**config.mk**
```make
export PLATFORM = sky130hd
export DESIGN_NAME = packed_adc_unpack_with_agc_flat
export DESIGN_NICKNAME = d
export VERILOG_FILES = /design/src/rtl/pau_pkg.sv /design/src/rtl/pau_in_if.sv /design/src/rtl/pau_out_if.sv /design/src/rtl/packed_adc_unpack_with_agc.sv /design/src/flat_wrapper.sv
export SDC_FILE = /design/constraint.sdc
export NUM_CORES = 1
export LEC_CHECK = 0
export BUFFER_PORTS_ARGS = -buffer_cell sky130_fd_sc_hd__buf_2
export CAP_MARGIN = 20
export CORE_MARGIN = 2
export CORE_UTILIZATION = 45
export CTS_BUF_LIST = sky130_fd_sc_hd__clkbuf_4
export DETAILED_ROUTE_END_ITERATION = 7
export GPL_TIMING_DRIVEN = 0
export PLACE_DENSITY = 0.65
export SLEW_MARGIN = 40
export SYNTH_ARGS = -nofsm -noshare
export SYNTH_HDL_FRONTEND = slang
export SYNTH_SLANG_ARGS = --single-unit
```
**constraint.sdc**
```tcl
create_clock -name clk -period 7.06 [get_ports clk]
set_clock_uncertainty 0.15 [all_clocks]
set_input_delay 0 -clock clk [delete_from_list [all_inputs] [get_ports clk]]
set_output_delay 0 -clock clk [all_outputs]
set_load 0.03 [all_outputs]
```
**src/rtl/pau_pkg.sv**
```systemverilog
`default_nettype none
package pau_pkg;

  localparam int WORD_W      = 32;
  localparam int SAMPLE_W    = 12;
  localparam int GAIN_W      = 5;
  localparam int WIN_W       = 24;
  localparam int LIMIT_W     = 48;
  localparam int COUNT_W     = 32;
  localparam int SQ_W        = 2 * SAMPLE_W - 1;
  localparam int ENERGY_BITS = 48;
  localparam int CMP_W       = (ENERGY_BITS > LIMIT_W) ? ENERGY_BITS : LIMIT_W;

  localparam int CFG_DATA_W  = 64;
  localparam int CFG_ADDR_W  = 6;
  localparam int CFG_IDX_LSB = 3;
  localparam int CFG_IDX_W   = CFG_ADDR_W - CFG_IDX_LSB;

  typedef logic [WORD_W-1:0]          word_t;
  typedef logic signed [SAMPLE_W-1:0] sample_t;
  typedef logic [SAMPLE_W-1:0]        raw_t;
  typedef logic [GAIN_W-1:0]          gain_t;
  typedef logic [COUNT_W-1:0]         count_t;
  typedef logic [CFG_IDX_W-1:0]       cfg_idx_t;

  localparam cfg_idx_t REG_AGC_ENABLE   = 3'd0;
  localparam cfg_idx_t REG_WINDOW_LEN   = 3'd1;
  localparam cfg_idx_t REG_LOW_LIMIT    = 3'd2;
  localparam cfg_idx_t REG_HIGH_LIMIT   = 3'd3;
  localparam cfg_idx_t REG_MIN_GAIN     = 3'd4;
  localparam cfg_idx_t REG_MAX_GAIN     = 3'd5;

  localparam logic [WIN_W-1:0]   RST_WINDOW_LEN = 24'd2000000;
  localparam logic [LIMIT_W-1:0] RST_LOW_LIMIT  = '0;
  localparam logic [LIMIT_W-1:0] RST_HIGH_LIMIT = '1;
  localparam gain_t              RST_MIN_GAIN   = 5'd0;
  localparam gain_t              RST_MAX_GAIN   = 5'd21;

  localparam sample_t RAIL_POS     = 12'sd2047;
  localparam sample_t RAIL_NEG     = -12'sd2047;
  localparam sample_t RAIL_NEG_MIN = -12'sd2048;

  localparam logic [1:0] PHASE_0 = 2'd0;
  localparam logic [1:0] PHASE_1 = 2'd1;
  localparam logic [1:0] PHASE_2 = 2'd2;

endpackage
`default_nettype wire

```
**src/rtl/pau_in_if.sv**
```systemverilog
`default_nettype none
interface pau_in_if;
  logic               valid;
  logic               ready;
  pau_pkg::word_t     packed_word;
  logic               first_of_block;

  modport source (output valid, packed_word, first_of_block, input ready);
  modport sink   (input valid, packed_word, first_of_block, output ready);
endinterface
`default_nettype wire

```
**src/rtl/pau_out_if.sv**
```systemverilog
`default_nettype none
interface pau_out_if;
  logic               valid;
  logic               ready;
  pau_pkg::sample_t   sample;
  logic               overrange;
  pau_pkg::count_t    overrange_count;
  pau_pkg::count_t    since_overrange;
  pau_pkg::gain_t     gain_step;
  logic               gain_changed;
  logic               last;

  modport source (output valid, sample, overrange, overrange_count, since_overrange,
                  gain_step, gain_changed, last, input ready);
  modport sink   (input valid, sample, overrange, overrange_count, since_overrange,
                  gain_step, gain_changed, last, output ready);
endinterface
`default_nettype wire

```
**src/rtl/packed_adc_unpack_with_agc.sv**
```systemverilog
// Channel   | Direction | Payload                                         | Handshake
// in_chan   | in        | packed_word, first_of_block                     | valid/ready
// out_chan  | out       | sample, overrange, counts, gain_step, flags     | valid/ready
// APB       | in        | six registers, 64-bit data, 8-byte stride       | pready always high
//
// One sample leaves per cycle unless out_chan stalls, and a word holds two or three samples;
// the single output register, fed one sample at a time from the word buffer, sets that rate.
// A word's first sample goes from the word buffer via the square stage to the output register.
// Synchronous active-low reset clears the pipeline, the statistics and the registers.
// When out_chan is stalled the output and a full square stage hold; a new word is taken
// as soon as the last sample of the current word moves on.
`default_nettype none
module packed_adc_unpack_with_agc (
  input  wire logic                               clk,
  input  wire logic                               rst_n,
  pau_in_if.sink                                  in_chan,
  pau_out_if.source                               out_chan,
  input  wire logic                               psel,
  input  wire logic                               penable,
  input  wire logic                               pwrite,
  input  wire logic [pau_pkg::CFG_ADDR_W-1:0]     paddr,
  input  wire logic [pau_pkg::CFG_DATA_W-1:0]     pwdata,
  output logic      [pau_pkg::CFG_DATA_W-1:0]     prdata,
  output logic                                    pready
);

  localparam int EW  = pau_pkg::ENERGY_BITS;
  localparam int SW  = pau_pkg::SAMPLE_W;

  // Configuration registers
  logic                            agc_en_r;
  logic [pau_pkg::WIN_W-1:0]       win_len_r;
  logic [pau_pkg::LIMIT_W-1:0]     low_lim_r;
  logic [pau_pkg::LIMIT_W-1:0]     high_lim_r;
  pau_pkg::gain_t                  min_gain_r;
  pau_pkg::gain_t                  max_gain_r;
  pau_pkg::cfg_idx_t               cfg_idx;
  logic                            cfg_wr;

  // Unpacker and word buffer
  logic [1:0]                      phase_r;
  logic [7:0]                      carry_r;
  pau_pkg::raw_t                   buf_r [3];
  logic [1:0]                      rem_r;
  logic [1:0]                      ph_eff;
  logic [1:0]                      phase_nxt;
  logic [7:0]                      carry_nxt;
  pau_pkg::raw_t                   unp [3];
  logic [1:0]                      n_nxt;
  pau_pkg::word_t                  w;
  logic                            in_acc;
  logic                            issue;
  logic                            adv;

  // Square stage
  logic                            b_v_r;
  pau_pkg::sample_t                b_x_r;
  logic                            b_over_r;
  logic [pau_pkg::SQ_W-1:0]        b_sq_r;
  logic                            b_last_r;
  pau_pkg::sample_t                head_x;
  logic signed [2*SW-1:0]          head_prod;
  logic                            head_over;

  // Statistics
  pau_pkg::count_t                 ovr_tot_r;
  pau_pkg::count_t                 clean_r;
  logic [EW-1:0]                   sum_r;
  logic [pau_pkg::WIN_W-1:0]       wc_r;
  pau_pkg::gain_t                  gain_r;
  pau_pkg::count_t                 ovr_tot_nxt;
  pau_pkg::count_t                 clean_nxt;
  logic [EW-1:0]                   sum_nxt;
  logic [pau_pkg::WIN_W-1:0]       wc_nxt;
  pau_pkg::gain_t                  gain_nxt;
  logic                            changed_nxt;
  logic [EW:0]                     sum_add;
  logic [EW-1:0]                   sum_sat;
  logic [pau_pkg::WIN_W-1:0]       wc_inc;
  logic signed [pau_pkg::GAIN_W+1:0] g_cur;
  logic signed [pau_pkg::GAIN_W+1:0] g_step;
  logic signed [pau_pkg::GAIN_W+1:0] g_min;
  logic signed [pau_pkg::GAIN_W+1:0] g_max;
  logic                            below_low;
  logic                            above_high;

  // Output register
  logic                            out_v_r;
  pau_pkg::sample_t                out_x_r;
  logic                            out_over_r;
  pau_pkg::count_t                 out_ovr_r;
  pau_pkg::count_t                 out_clean_r;
  pau_pkg::gain_t                  out_gain_r;
  logic                            out_chg_r;
  logic                            out_last_r;

  function automatic pau_pkg::sample_t sau_flip(input pau_pkg::raw_t raw);
    return pau_pkg::sample_t'({~raw[SW-1], raw[SW-2:0]});
  endfunction

  // Configuration port
  assign pready  = 1'b1;
  assign cfg_idx = paddr[pau_pkg::CFG_ADDR_W-1:pau_pkg::CFG_IDX_LSB];
  assign cfg_wr  = psel && penable && pwrite;

  always_ff @(posedge clk) begin
    if (!rst_n) begin
      agc_en_r   <= 1'b1;
      win_len_r  <= pau_pkg::RST_WINDOW_LEN;
      low_lim_r  <= pau_pkg::RST_LOW_LIMIT;
      high_lim_r <= pau_pkg::RST_HIGH_LIMIT;
      min_gain_r <= pau_pkg::RST_MIN_GAIN;
      max_gain_r <= pau_pkg::RST_MAX_GAIN;
    end else if (cfg_wr) begin
      unique case (cfg_idx)
        pau_pkg::REG_AGC_ENABLE: agc_en_r   <= pwdata[0];
        pau_pkg::REG_WINDOW_LEN: win_len_r  <= pwdata[pau_pkg::WIN_W-1:0];
        pau_pkg::REG_LOW_LIMIT:  low_lim_r  <= pwdata[pau_pkg::LIMIT_W-1:0];
        pau_pkg::REG_HIGH_LIMIT: high_lim_r <= pwdata[pau_pkg::LIMIT_W-1:0];
        pau_pkg::REG_MIN_GAIN:   min_gain_r <= pwdata[pau_pkg::GAIN_W-1:0];
        pau_pkg::REG_MAX_GAIN:   max_gain_r <= pwdata[pau_pkg::GAIN_W-1:0];
        default: ;
      endcase
    end
  end

  always_comb begin
    unique case (cfg_idx)
      pau_pkg::REG_AGC_ENABLE: prdata = pau_pkg::CFG_DATA_W'(agc_en_r);
      pau_pkg::REG_WINDOW_LEN: prdata = pau_pkg::CFG_DATA_W'(win_len_r);
      pau_pkg::REG_LOW_LIMIT:  prdata = pau_pkg::CFG_DATA_W'(low_lim_r);
      pau_pkg::REG_HIGH_LIMIT: prdata = pau_pkg::CFG_DATA_W'(high_lim_r);
      pau_pkg::REG_MIN_GAIN:   prdata = pau_pkg::CFG_DATA_W'(min_gain_r);
      pau_pkg::REG_MAX_GAIN:   prdata = pau_pkg::CFG_DATA_W'(max_gain_r);
      default:                 prdata = '0;
    endcase
  end

  // Flow control
  assign adv            = !out_v_r || out_chan.ready;
  assign issue          = (rem_r != 2'd0) && (!b_v_r || adv);
  assign in_chan.ready  = (rem_r == 2'd0) || ((rem_r == 2'd1) && issue);
  assign in_acc         = in_chan.valid && in_chan.ready;
  assign w              = in_chan.packed_word;

  // Unpacking of one word according to the packing phase
  always_comb begin
    ph_eff = (in_chan.first_of_block || (phase_r == 2'd3)) ? pau_pkg::PHASE_0 : phase_r;
    unique case (ph_eff)
      pau_pkg::PHASE_1: begin
        unp[0]    = {carry_r, w[31:28]};
        unp[1]    = w[27:16];
        unp[2]    = w[15:4];
        n_nxt     = 2'd3;
        carry_nxt = {4'd0, w[3:0]};
        phase_nxt = pau_pkg::PHASE_2;
      end
      pau_pkg::PHASE_2: begin
        unp[0]    = {carry_r[3:0], w[31:24]};
        unp[1]    = w[23:12];
        unp[2]    = w[11:0];
        n_nxt     = 2'd3;
        carry_nxt = 8'd0;
        phase_nxt = pau_pkg::PHASE_0;
      end
      default: begin
        unp[0]    = w[31:20];
        unp[1]    = w[19:8];
        unp[2]    = '0;
        n_nxt     = 2'd2;
        carry_nxt = w[7:0];
        phase_nxt = pau_pkg::PHASE_1;
      end
    endcase
  end

  always_ff @(posedge clk) begin
    if (!rst_n) begin
      phase_r <= pau_pkg::PHASE_0;
      carry_r <= 8'd0;
      rem_r   <= 2'd0;
    end else if (in_acc) begin
      phase_r <= phase_nxt;
      carry_r <= carry_nxt;
      rem_r   <= n_nxt;
    end else if (issue) begin
      rem_r   <= rem_r - 2'd1;
    end
  end

  always_ff @(posedge clk) begin
    if (in_acc) begin
      buf_r[0] <= unp[0];
      buf_r[1] <= unp[1];
      buf_r[2] <= unp[2];
    end else if (issue) begin
      buf_r[0] <= buf_r[1];
      buf_r[1] <= buf_r[2];
    end
  end

  // Offset correction is an inversion of the sign bit
  assign head_x    = sau_flip(buf_r[0]);
  assign head_prod = head_x * head_x;
  assign head_over = (head_x == pau_pkg::RAIL_POS) || (head_x == pau_pkg::RAIL_NEG) ||
                     (head_x == pau_pkg::RAIL_NEG_MIN);

  always_ff @(posedge clk) begin
    if (!rst_n) begin
      b_v_r <= 1'b0;
    end else if (!b_v_r || adv) begin
      b_v_r <= issue;
    end
  end

  always_ff @(posedge clk) begin
    if (issue) begin
      b_x_r    <= head_x;
      b_over_r <= head_over;
      b_sq_r   <= head_prod[pau_pkg::SQ_W-1:0];
      b_last_r <= (rem_r == 2'd1);
    end
  end

  // Statistics and gain stepping for the sample in the square stage
  always_comb begin
    ovr_tot_nxt = ovr_tot_r;
    clean_nxt   = clean_r;
    sum_nxt     = sum_r;
    wc_nxt      = wc_r;
    gain_nxt    = gain_r;
    changed_nxt = 1'b0;
    sum_add     = (EW + 1)'(sum_r) + (EW + 1)'(b_sq_r);
    sum_sat     = sum_add[EW] ? '1 : sum_add[EW-1:0];
    wc_inc      = wc_r + 1'b1;
    below_low   = pau_pkg::CMP_W'(sum_sat) < pau_pkg::CMP_W'(low_lim_r);
    above_high  = pau_pkg::CMP_W'(sum_sat) > pau_pkg::CMP_W'(high_lim_r);
    g_cur       = $signed({2'b00, gain_r});
    g_min       = $signed({2'b00, min_gain_r});
    g_max       = $signed({2'b00, max_gain_r});
    g_step      = below_low ? g_cur + 7'sd1 : g_cur - 7'sd1;

    if (b_over_r) begin
      ovr_tot_nxt = ovr_tot_r + 1'b1;
      clean_nxt   = '0;
    end else if (clean_r != '1) begin
      clean_nxt   = clean_r + 1'b1;
    end

    if (agc_en_r) begin
      sum_nxt = sum_sat;
      wc_nxt  = wc_inc;
      if (wc_inc >= win_len_r) begin
        if (below_low || above_high) begin
          if (g_step < g_min) begin
            g_step = g_min;
          end else if (g_step > g_max) begin
            g_step = g_max;
          end
          gain_nxt    = g_step[pau_pkg::GAIN_W-1:0];
          changed_nxt = (g_step != g_cur);
        end
        sum_nxt = '0;
        wc_nxt  = '0;
      end
    end
  end

  always_ff @(posedge clk) begin
    if (!rst_n) begin
      out_v_r   <= 1'b0;
      ovr_tot_r <= '0;
      clean_r   <= '0;
      sum_r     <= '0;
      wc_r      <= '0;
      gain_r    <= pau_pkg::RST_MAX_GAIN;
    end else if (adv) begin
      out_v_r <= b_v_r;
      if (b_v_r) begin
        ovr_tot_r <= ovr_tot_nxt;
        clean_r   <= clean_nxt;
        sum_r     <= sum_nxt;
        wc_r      <= wc_nxt;
        gain_r    <= gain_nxt;
      end
    end
  end

  always_ff @(posedge clk) begin
    if (adv && b_v_r) begin
      out_x_r     <= b_x_r;
      out_over_r  <= b_over_r;
      out_ovr_r   <= ovr_tot_nxt;
      out_clean_r <= clean_nxt;
      out_gain_r  <= gain_nxt;
      out_chg_r   <= changed_nxt;
      out_last_r  <= b_last_r;
    end
  end

  assign out_chan.valid           = out_v_r;
  assign out_chan.sample          = out_x_r;
  assign out_chan.overrange       = out_over_r;
  assign out_chan.overrange_count = out_ovr_r;
  assign out_chan.since_overrange = out_clean_r;
  assign out_chan.gain_step       = out_gain_r;
  assign out_chan.gain_changed    = out_chg_r;
  assign out_chan.last            = out_last_r;

endmodule
`default_nettype wire

```
**src/flat_wrapper.sv**
```systemverilog
// flat-port wrapper written by rule: the top's interface ports become plain ports
module packed_adc_unpack_with_agc_flat 
  (clk, rst_n, psel, penable, pwrite, paddr, pwdata, prdata, pready, in_chan_valid, in_chan_packed_word, in_chan_first_of_block, in_chan_ready, out_chan_valid, out_chan_sample, out_chan_overrange, out_chan_overrange_count, out_chan_since_overrange, out_chan_gain_step, out_chan_gain_changed, out_chan_last, out_chan_ready);
  pau_in_if in_chan_i ();
  pau_out_if out_chan_i ();
  input  wire logic clk;
  input  wire logic rst_n;
  input  wire logic psel;
  input  wire logic penable;
  input  wire logic pwrite;
  input  wire logic [pau_pkg::CFG_ADDR_W-1:0] paddr;
  input  wire logic [pau_pkg::CFG_DATA_W-1:0] pwdata;
  output logic      [pau_pkg::CFG_DATA_W-1:0] prdata;
  output logic pready;
  input wire logic [$bits(in_chan_i.valid)-1:0] in_chan_valid;
  input wire logic [$bits(in_chan_i.packed_word)-1:0] in_chan_packed_word;
  input wire logic [$bits(in_chan_i.first_of_block)-1:0] in_chan_first_of_block;
  output wire logic [$bits(in_chan_i.ready)-1:0] in_chan_ready;
  output wire logic [$bits(out_chan_i.valid)-1:0] out_chan_valid;
  output wire logic [$bits(out_chan_i.sample)-1:0] out_chan_sample;
  output wire logic [$bits(out_chan_i.overrange)-1:0] out_chan_overrange;
  output wire logic [$bits(out_chan_i.overrange_count)-1:0] out_chan_overrange_count;
  output wire logic [$bits(out_chan_i.since_overrange)-1:0] out_chan_since_overrange;
  output wire logic [$bits(out_chan_i.gain_step)-1:0] out_chan_gain_step;
  output wire logic [$bits(out_chan_i.gain_changed)-1:0] out_chan_gain_changed;
  output wire logic [$bits(out_chan_i.last)-1:0] out_chan_last;
  input wire logic [$bits(out_chan_i.ready)-1:0] out_chan_ready;
  assign in_chan_i.valid = in_chan_valid;
  assign in_chan_i.packed_word = in_chan_packed_word;
  assign in_chan_i.first_of_block = in_chan_first_of_block;
  assign in_chan_ready = in_chan_i.ready;
  assign out_chan_valid = out_chan_i.valid;
  assign out_chan_sample = out_chan_i.sample;
  assign out_chan_overrange = out_chan_i.overrange;
  assign out_chan_overrange_count = out_chan_i.overrange_count;
  assign out_chan_since_overrange = out_chan_i.since_overrange;
  assign out_chan_gain_step = out_chan_i.gain_step;
  assign out_chan_gain_changed = out_chan_i.gain_changed;
  assign out_chan_last = out_chan_i.last;
  assign out_chan_i.ready = out_chan_ready;
  packed_adc_unpack_with_agc u_core (.clk(clk), .rst_n(rst_n), .in_chan(in_chan_i), .out_chan(out_chan_i), .psel(psel), .penable(penable), .pwrite(pwrite), .paddr(paddr), .pwdata(pwdata), .prdata(prdata), .pready(pready));
endmodule
```
==> results.py <==
metrics = {
    "status": {
        "status": "finished with violations",
        "violations": "negative setup slack",
    },
    "critical_path": {
        "cp-end-kind": "flip-flop",
        "worst-path-buf-inv": 3,
        "crit_type": "flip-flop to flip-flop",
        "critPathLaunchType": "flip-flop",
        "r2r_setup_slack_ns": -0.48,
        "crit_family": "compound AO/OA/AOI/OAI gates",
        "worstPathArrival_ns": 8.08,
        "path_max_fanout": 5,
        "worst_ep_required_time_ns": 7.60,
        "path_common_cell": "a21oi_2",
        "slowest_delay_ns": 0.43,
        "cpMaxStageDelayCell": "edfxtp_1",
    },
    "worst_hold_path": {
        "min_path_type": "input pin to flip-flop",
    },
    "timing": {
        "period_share": 1.07,
        "max-slew-margin-rel": 0.373,
        "rsz0062_at_grt": "yes",
        "fmax_mhz": 133,
        "worst_slew_pin_slew_ns": 0.941,
        "worst_slack_ns": -0.484,
        "finalCriticalPeriod_ns": 7.54,
        "slew_viol_final": 0,
        "hold_violations": 0,
        "finalSetupTns_ns": -1.77,
        "setup_viol": 9,
    },
    "clock_network": {
        "tritoncts": "built",
        "root_buffer": "clkbuf_4",
        "cts.path.max_buffers": 3,
        "clkTransAtPathRegs_ns": 0.07,
        "htreeDepth": 4,
        "clock_latency_ns": 0.99,
        "cts_buffers": 130,
        "numClockSinks": 441,
    },
    "final_layout": {
        "drive_gt1_frac": 0.160,
        "area.growth.synth_to_final_pct": 25.4,
        "finish.net_count": 4415,
        "layout_commonest_cell": "nand2_1",
        "fin_cells": 4922,
        "layout_common_cells": "nand2_1, dfxtp_1, inv_1, dlygate4sd3_1, buf_2",
    },
    "placement": {
        "place_ws_ns": -2.39,
        "place.gp.congestion": 0.972,
        "post-dp-hpwl_mm": 66.9,
        "place_inst": 4406,
        "portBuffers": 221,
    },
    "detailed_routing": {
        "ant_nets": 0,
        "wirelength_mm": 91.6,
        "drt-initial-drc-count": 2089,
        "route.detailed.drc": 0,
        "wl_per_cell_um": 18.6,
        "num_vias": 26800,
        "drtPass1Iterations": 6,
        "viasPerCell": 5.45,
    },
    "synthesis": {
        "synth_area_um2": 29300,
        "ys_ff_latch": 441,
        "synthFlopType": "dfxtp_1",
        "ys_warn_count": 0,
        "syn_inst": 3310,
        "async_flop_share": 0,
        "synth-seq-area-share": 0.355,
        "avgSynthCellArea_um2": 8.85,
        "synth_edf_count": 155,
        "yosysUniqueCellTypes": 85,
    },
    "floorplanning": {
        "io_pins": 261,
        "chipHeight_um": 259,
        "die-area_um2": 67100,
        "core_area_um2": 64300,
        "die_w_um": 259,
        "fp-row-count": 93,
        "initial_core_util": 0.455,
    },
    "grt": {
        "grt_busiest_layer": "met2",
        "grt_pass1_vias": 26200,
        "globalRouteOverflowTotal": 0,
        "grtUsageMet2": 0.440,
        "grt_start_max_net_pins": 26,
        "met3_usage": 0.0557,
        "antenna_found_initial": 1,
        "grt_pass1_wl_mm": 142,
        "grtUsageMet1": 0.360,
        "grt_usage": 0.272,
    },
    "flow_run": {
        "max_cap_violations": 0,
    },
}
[through the flow]
stage	utilization	hold slack, ns	area (um^2)
after floorplan	-	-0.0249	29400
after global routing	0.571	0.175	36700
after global placement	0.490	0.0976	31500
final	0.571	0.223	36700
after detailed placement	0.492	0.105	31700
after CTS	0.566	0.0877	36400
[area by class of cell]
type	count	area, um^2
Antenna cell	2	5.00
Buffer	186	820
Clock buffer	179	1340
Clock inverter	46	318
Fill cell	5807	27600
Inverter	281	1050
Multi-Input combinational cell	2416	17700
Sequential cell	441	10400
Tap cell	855	1070
Timing Repair Buffer	516	4020
[cell usage after synthesis, types with 6 or more instances]
cell type	count	area (um^2)
a211oi_1	12	90.1
a21boi_0	155	1160
a21o_1	36	270
a21oi_1	123	616
a22oi_1	68	510
a311oi_1	10	87.6
a31oi_1	19	119
and2_1	69	432
and3_1	23	144
and4_1	7	61.3
buf_1	20	75.1
buf_2	6	30.0
buf_4	17	128
clkbuf_1	144	541
dfxtp_1	286	5730
edfxtp_1	155	4650
fa_1	119	2380
ha_1	214	2680
inv_1	278	1040
mux2_2	6	67.6
mux2i_1	21	210
nand2_1	503	1890
nand2b_1	17	106
nand3_1	102	510
nand3b_1	12	90.1
nand4_1	37	231
nor2_1	186	698
nor2b_1	46	288
nor3_1	40	200
nor4_1	15	93.8
o211ai_1	65	488
o21a_1	18	135
o21ai_0	143	716
o21bai_1	12	90.1
o22ai_1	31	194
or2_2	13	81.3
or3_1	24	150
xnor2_1	98	858
xor2_1	69	604
[worst register-to-register path, delay by kind of cell, from the launching register on]
kind,cells,cell delay (ns)
AOI/OAI and AO/OA,20,4.17
adders and majority gates,3,0.87
and+or+nand+nor,4,0.71
buffers and inverters,3,0.46
DFF,1,0.43
muxes,1,0.32
xor gates and xnor gates,1,0.17
[final timing paths]
path	cells past startpoint	endpoint	from
setup / recovery	32	u_core.out_chan.gain_changed	u_core.b_sq_r[2]
hold / removal	5	u_core.high_lim_r[25]	pwdata[25]
setup reg to reg	32	u_core.out_chan.gain_changed	u_core.b_sq_r[2]
hold reg to reg	0	u_core.out_chan.sample[3]	u_core.b_x_r[3]
[registers in the layout, indices dropped and copies added (netlist names), 8 cells and up]
register	count
u_core.ovr_tot_r	32
u_core.win_len_r	24
u_core.wc_r	24
u_core.high_lim_r	48
u_core.clean_r	32
u_core.buf_r	36
u_core.out_chan.overrange_count	32
u_core.out_chan.since_overrange	32
u_core.b_sq_r	22
u_core.low_lim_r	48
u_core.b_x_r	11
u_core.sum_r	48
u_core.out_chan.sample	12
u_core.carry_r	8
[layer usage]
| metal | share of wire | vias to the layer above |
|---|---|---|
| met5 | 0 | - |
| met4 | 0.029 | 0 |
| met3 | 0.079 | 214 |
| met2 | 0.46 | 1067 |
| met1 | 0.43 | 12700 |
| li1 | - | 12800 |
[cell families (layout without fill, tap and decap cells)]
kind of cell / count (synthesis) / count (layout) / synth area share
AND/OR/NAND/NOR: 1122 / 1122 / 0.179
XOR/XNOR: 167 / 167 / 0.0500
multiplexers: 28 / 28 / 0.0103
buffers and inverters: 468 / 1208 / 0.0624
adder cells (fa/ha/maj): 333 / 333 / 0.173
other: 2 / 19 / 0.000257
flip-flops: 441 / 441 / 0.355
AO/OA/AOI/OAI: 749 / 749 / 0.171
[what timing repair did]
| action | CTS | global route |
|---|---|---|
| hold buffers | 242 | 0 |
| buffers inserted | 32 | 16 |
| hold endpoints to repair | 361 | 0 |
| pin swaps | 45 | 40 |
| resized for setup | 91 | 38 |
| setup endpoints to repair | 11 | 13 |
Power is left out: the tool's default activity adds up to more than one toggle a clock period on the data nets, which glitch-free logic cannot reach.
